--- config.mk ---
export PLATFORM = sky130hd
export DESIGN_NAME = cdc_math
export DESIGN_NICKNAME = d
export VERILOG_FILES = /design/src/design/cdc_pkg.sv /design/src/design/cdc_math.sv
export SDC_FILE = /design/constraint.sdc
export NUM_CORES = 2
export LEC_CHECK = 0
export BUFFER_PORTS_ARGS = -buffer_cell sky130_fd_sc_hd__buf_2
export CELL_PAD_IN_SITES_DETAIL_PLACEMENT = 1
export CELL_PAD_IN_SITES_GLOBAL_PLACEMENT = 1
export CORE_MARGIN = 5
export CORE_UTILIZATION = 40
export DETAILED_ROUTE_END_ITERATION = 6
export PLACE_DENSITY_LB_ADDON = 0.05
export SYNTH_ARGS = -nofsm -noshare
export SYNTH_HDL_FRONTEND = slang
export SYNTH_SLANG_ARGS = --single-unit
--- constraint.sdc ---
create_clock -name clock -period 9.24 [get_ports clock]
set_input_delay 0.462 -clock clock [delete_from_list [all_inputs] [get_ports clock]]
set_output_delay 0.462 -clock clock [all_outputs]
set_load 0.01 [all_outputs]
--- src/design/cdc_pkg.sv ---
`default_nettype none
// ----------------------------------------------------------------------------
// cdc_pkg
// Shared types and constants of the 3x3 convolution with divide and clamp.
// ----------------------------------------------------------------------------
package cdc_pkg;

   localparam int MAX_WIDTH  = 1024;
   localparam int MAX_HEIGHT = 1024;
   localparam int COL_W      = $clog2(MAX_WIDTH);
   localparam int ROW_W      = $clog2(MAX_HEIGHT);
   localparam int SIZE_W     = 11;
   localparam int SUM_W      = 20;

   localparam logic [2:0] REG_COEFF_TOP    = 3'd0;
   localparam logic [2:0] REG_COEFF_MIDDLE = 3'd1;
   localparam logic [2:0] REG_COEFF_BOTTOM = 3'd2;
   localparam logic [2:0] REG_DIVISOR      = 3'd3;
   localparam logic [2:0] REG_WIDTH        = 3'd4;
   localparam logic [2:0] REG_HEIGHT       = 3'd5;

   typedef struct packed {
      logic [7:0] pixel;
      logic       frame_start;
   } req_type;

   typedef struct packed {
      logic [7:0] filtered;
      logic [9:0] out_row;
      logic [9:0] out_col;
      logic       frame_last;
   } rsp_type;

   typedef struct packed {
      logic [2:0]  index;
      logic [23:0] data;
   } csr_type;

   // Window values and position that travel from the front end to the math.
   typedef struct packed {
      logic [8:0][7:0] win;
      logic [9:0]      row;
      logic [9:0]      col;
      logic            last;
   } job_type;

endpackage
`default_nettype wire

--- src/design/cdc_math.sv ---
`default_nettype none
// ----------------------------------------------------------------------------
// cdc_math
// Weighted sum of the window, bit-serial division by the divisor toward zero,
// clamp to 0..255 and the output register.
// ----------------------------------------------------------------------------
module cdc_math (
   input  wire logic              clock,
   input  wire logic              reset,
   input  wire logic              job_valid,
   input  wire cdc_pkg::job_type  job,
   output logic                   job_ready,
   input  wire logic [8:0][7:0]   coeff,
   input  wire logic [7:0]        divisor,
   output logic                   out_valid,
   output cdc_pkg::rsp_type       out_word,
   input  wire logic              out_stall
);
   import cdc_pkg::*;

   typedef enum logic [1:0] {IDLE, SUM, DIVIDE, DONE} state_type;

   state_type         state_ff;
   logic [SUM_W-1:0]  sum_ff;
   logic              neg_ff;
   logic [SUM_W-1:0]  quo_ff;
   logic [8:0]        rem_ff;
   logic [4:0]        cnt_ff;
   logic [9:0]        row_ff, col_ff;
   logic              last_ff;
   logic              ov_ff;
   rsp_type           out_ff;
   logic signed [SUM_W-1:0] acc;
   logic [7:0]        d;
   logic [8:0]        trial;
   logic [7:0]        q8;

   always_comb begin
      acc = '0;
      for (int k = 0; k < 9; k++) begin
         acc = acc + SUM_W'($signed({1'b0, job.win[k]}) * $signed(coeff[k]));
      end
   end

   assign d = (divisor == 8'd0) ? 8'd1 : divisor;
   assign trial = {rem_ff[7:0], sum_ff[SUM_W-1]};
   assign q8 = (neg_ff || quo_ff == '0) ? 8'd0 : (quo_ff > 20'd255) ? 8'd255 : quo_ff[7:0];
   assign job_ready = (state_ff == IDLE);

   always_ff @(posedge clock) begin
      if (reset) begin
         state_ff <= IDLE;
         ov_ff    <= 1'b0;
      end else begin
         if (state_ff == DONE) begin
            if (!ov_ff || !out_stall) ov_ff <= 1'b1;
         end else if (!out_stall) begin
            ov_ff <= 1'b0;
         end
         unique case (state_ff)
            IDLE: begin
               if (job_valid) begin
                  neg_ff  <= acc[SUM_W-1];
                  sum_ff  <= acc[SUM_W-1] ? SUM_W'(-acc) : SUM_W'(acc);
                  row_ff  <= job.row;
                  col_ff  <= job.col;
                  last_ff <= job.last;
                  state_ff <= SUM;
               end
            end
            SUM: begin
               rem_ff   <= '0;
               quo_ff   <= '0;
               cnt_ff   <= '0;
               state_ff <= DIVIDE;
            end
            DIVIDE: begin
               sum_ff <= sum_ff << 1;
               if (trial >= {1'b0, d}) begin
                  rem_ff <= trial - {1'b0, d};
                  quo_ff <= {quo_ff[SUM_W-2:0], 1'b1};
               end else begin
                  rem_ff <= trial;
                  quo_ff <= {quo_ff[SUM_W-2:0], 1'b0};
               end
               cnt_ff <= cnt_ff + 5'd1;
               if (cnt_ff == 5'(SUM_W - 1)) state_ff <= DONE;
            end
            DONE: begin
               if (!ov_ff || !out_stall) begin
                  out_ff   <= '{filtered: q8, out_row: row_ff, out_col: col_ff,
                                frame_last: last_ff};
                  state_ff <= IDLE;
               end
            end
            default: state_ff <= IDLE;
         endcase
      end
   end

   assign out_valid = ov_ff;
   assign out_word = out_ff;
endmodule
`default_nettype wire

==> results by group <==
Cells and area
  – Multi-input logic area: 20500 um2
  – Nets: 3936
  – Area Growth Syn to Fin: 9.31%
  – Commonest cells after routing, fill and taps aside: inv_1, fa_1, and2_1, ha_1, buf_2
  – Share of cells above drive strength 1: 8.90%
  – FF/Latch Area: 3180 um2
  – Fill cells: 7539
  – Leading cell type in the layout, fill and taps excluded: inv_1

Synthesis
  – Synth Warn #: 0
  – EDFF count, synth: 104
  – Post-synthesis cell area: 26500 um2
  – Synth area leader: fa_1
  – Ys flop type: edfxtp_1
  – Synth cell types: 64
  – Yosys reg bits: 107
  – Post-synth ARST share: 0%
  – Sequential share of the synthesized area: 12.0%
  – Post-Synthesis Cells: 2671
  – Synth top area cells: fa_1, ha_1, edfxtp_1
  – Share of the synthesized area in the top cell type: 42.9%
  – Post-Syn Area per Cell: 9.94 um2
  – Syn nets: 3724

CTS
  – CTS tree: built
  – Clock root cell: clkbuf_16
  – Clk Latency, worst-skew pair: 0.36 ns
  – Post_cts resized: 0
  – Maximum clock path buffer count: 2
  – Total number of H-tree levels: 3
  – CTS Sinks: 107
  – # Post-CTS Setup Buffers: 0
  – Post-CTS Hold Fix Bufs: 0
  – Num CTS Buffers: 9
  – Reg clk slew, reported paths: 0.09 ns

Route
  – Via count: 17862
  – Antenna-violating nets left: 0
  – Residual DRC count: 0
  – Final wirelength: 75800 um
  – Initial DRC count: 601
  – Avg Vias per Cell: 4.76
  – Per-cell routed wire length: 20.2 um
  – First-pass DRT Iterations: 6

Outcome
  – Status: finished, final reports clean

STA
  – Final Cycle Share: 92.6%
  – RSZ-0062 raised after global routing: no
  – Min Tclk post-route: 8.56 ns
  – Max-slew violations: 0
  – Tightest Pin Transition: 1.19 ns
  – Final hold vios: 0
  – Final setup vio count: 0
  – Max Fclk: 117 MHz
  – Slew HR: 20.4%
  – Setup TNS: 0 ns
  – Clk_skew: 0.0112 ns

Critical path
  – WP data required: 9.30 ns
  – Critical Path Start Type: primary input
  – CP Capture Type: flip-flop
  – R2r setup slk: 6.25 ns
  – Critical path arrival: 8.62 ns
  – Crit path kind: in2reg
  – Max FO, Critical Path: 7

Floorplan
  – Starting Density: 40.4%
  – # rows: 94
  – Die Height: 268 um
  – Die Footprint: 71600 um2
  – I/O pin count: 208
  – Die width: 268 um
  – CORE AREA: 65700 um2

Placed design
  – Detailed Place HPWL: 69200 um
  – IO Port Bufs: 207
  – RD Place Congestion: 0.882

Worst hold path
  – Hold WC Path Type: in2reg

Global routing
  – Initial antenna violation count: 0
  – Gr ovfl total: 0
  – Total GRT Usage: 21.8%
  – Vias in the first global route: 21304
  – Largest net degree at the start of global routing: 60
  – First-pass GRT wire length: 121000 um

Flow run
  – Max-capacitance violation count: 0
[synthesized netlist by cell type, types with 3 or more instances]
cell,instances
a21oi_1,26
nor3_1,15
dfxtp_1,3
or3_1,4
a21o_1,7
o211ai_1,7
o21a_1,9
o31a_1,3
clkbuf_1,12
xnor2_1,28
nand3_1,20
nor3b_1,3
inv_1,759
a211o_1,3
nor2_1,87
buf_2,4
nand2_1,194
xor2_1,5
nand2b_1,24
nor4_1,8
o21ai_0,27
o211a_1,4
fa_1,569
or4_1,3
nand4_1,4
a211oi_1,4
and3_1,3
nor2b_1,18
ha_1,307
edfxtp_1,104
and2_1,360
a31oi_1,4
[worst max-delay path, cell delays in order]
cell and delay [ns]:
buf_2 0.21, inv_1 0.08, nor2_1 0.14, fa_1 0.46
fa_1 0.57, inv_1 0.06, fa_1 0.56, fa_1 0.47
fa_1 0.63, inv_1 0.08, fa_1 0.48, fa_1 0.61
fa_1 0.45, fa_1 0.51, inv_1 0.05, fa_1 0.47
inv_1 0.04, ha_1 0.35, a211oi_1 0.31, o211a_1 0.29
o221ai_2 0.16, nor4_4 0.34, nand3_1 0.23, nor4_2 0.36
or3_1 0.15, a31oi_1 0.08
[worst paths after layout]
check / from / to / cells after the start
max reg2reg: rem_ff[0] / rem_ff[1] / 9
min: job[4] / col_ff[3] / 1
max: coeff[63] / sum_ff[18] / 26
min reg2reg: col_ff[5] / out_word[6] / 0
[layer usage]
metal | up-vias | track usage (%) | share of wire (%) | wire (um)
li1 | 8352 | - | - | -
met1 | 9314 | 29.7 | 45 | 34200
met2 | 164 | 39.5 | 52 | 39400
met3 | 32 | 1.53 | 2.0 | 1540
met4 | 0 | 2.41 | 0.95 | 720
met5 | - | 0 | 0 | 0
[metrics by stage]
| step | instance area (um2) | hold slack (ns) | instances | setup slack, ns | utilization (%) |
|---|---|---|---|---|---|
| after floorplan | 26500 | 0.400 | 2671 | 1.22 | - |
| after global placement | 28700 | 0.401 | 3736 | 0.432 | 43.6 |
| after detailed placement | 28700 | 0.405 | 3736 | 0.274 | 43.6 |
| after CTS | 29000 | 0.255 | 3752 | 0.651 | 44.1 |
| after global routing | 29000 | 0.246 | 3752 | 0.172 | 44.1 |
| final | 29000 | 0.272 | 3753 | 0.682 | 44.1 |
[final cells by class]
cell class / count / share of cell area [%]
Multi-Input combinational cell: 1788 / 70.5
Sequential cell: 107 / 11.0
Inverter: 760 / 9.83
Timing Repair Buffer: 217 / 3.83
Tap cell: 864 / 3.73
Clock buffer: 9 / 0.776
Clock inverter: 7 / 0.349
Antenna cell: 1 / 0.00863
[flip-flops by register name, summed over array words and instances, names as in the netlist]
name / count
neg_ff: 1
cnt_ff: 5
last_ff: 1
quo_ff: 20
sum_ff: 20
out_word: 29
out_valid: 1
col_ff: 10
row_ff: 10
state_ff: 2
rem_ff: 8
[cell families (layout without fill, tap and decap cells)]
kind of cell               Yosys count  after routing  synth area share [%]
DFF                                107            107                  12.0
buffers and inverters              776            993                  11.0
xor gates and xnor gates            34             34                  1.15
and+or+nand+nor                    757            757                  15.3
other                                0              1                     0
muxes                                2              2                0.0754
adders and majority gates          876            876                  57.4
AOI/OAI and AO/OA                  119            119                  3.11
Power is left out: the tool's default activity adds up to more than one toggle a clock period on the data nets, which glitch-free logic cannot reach.
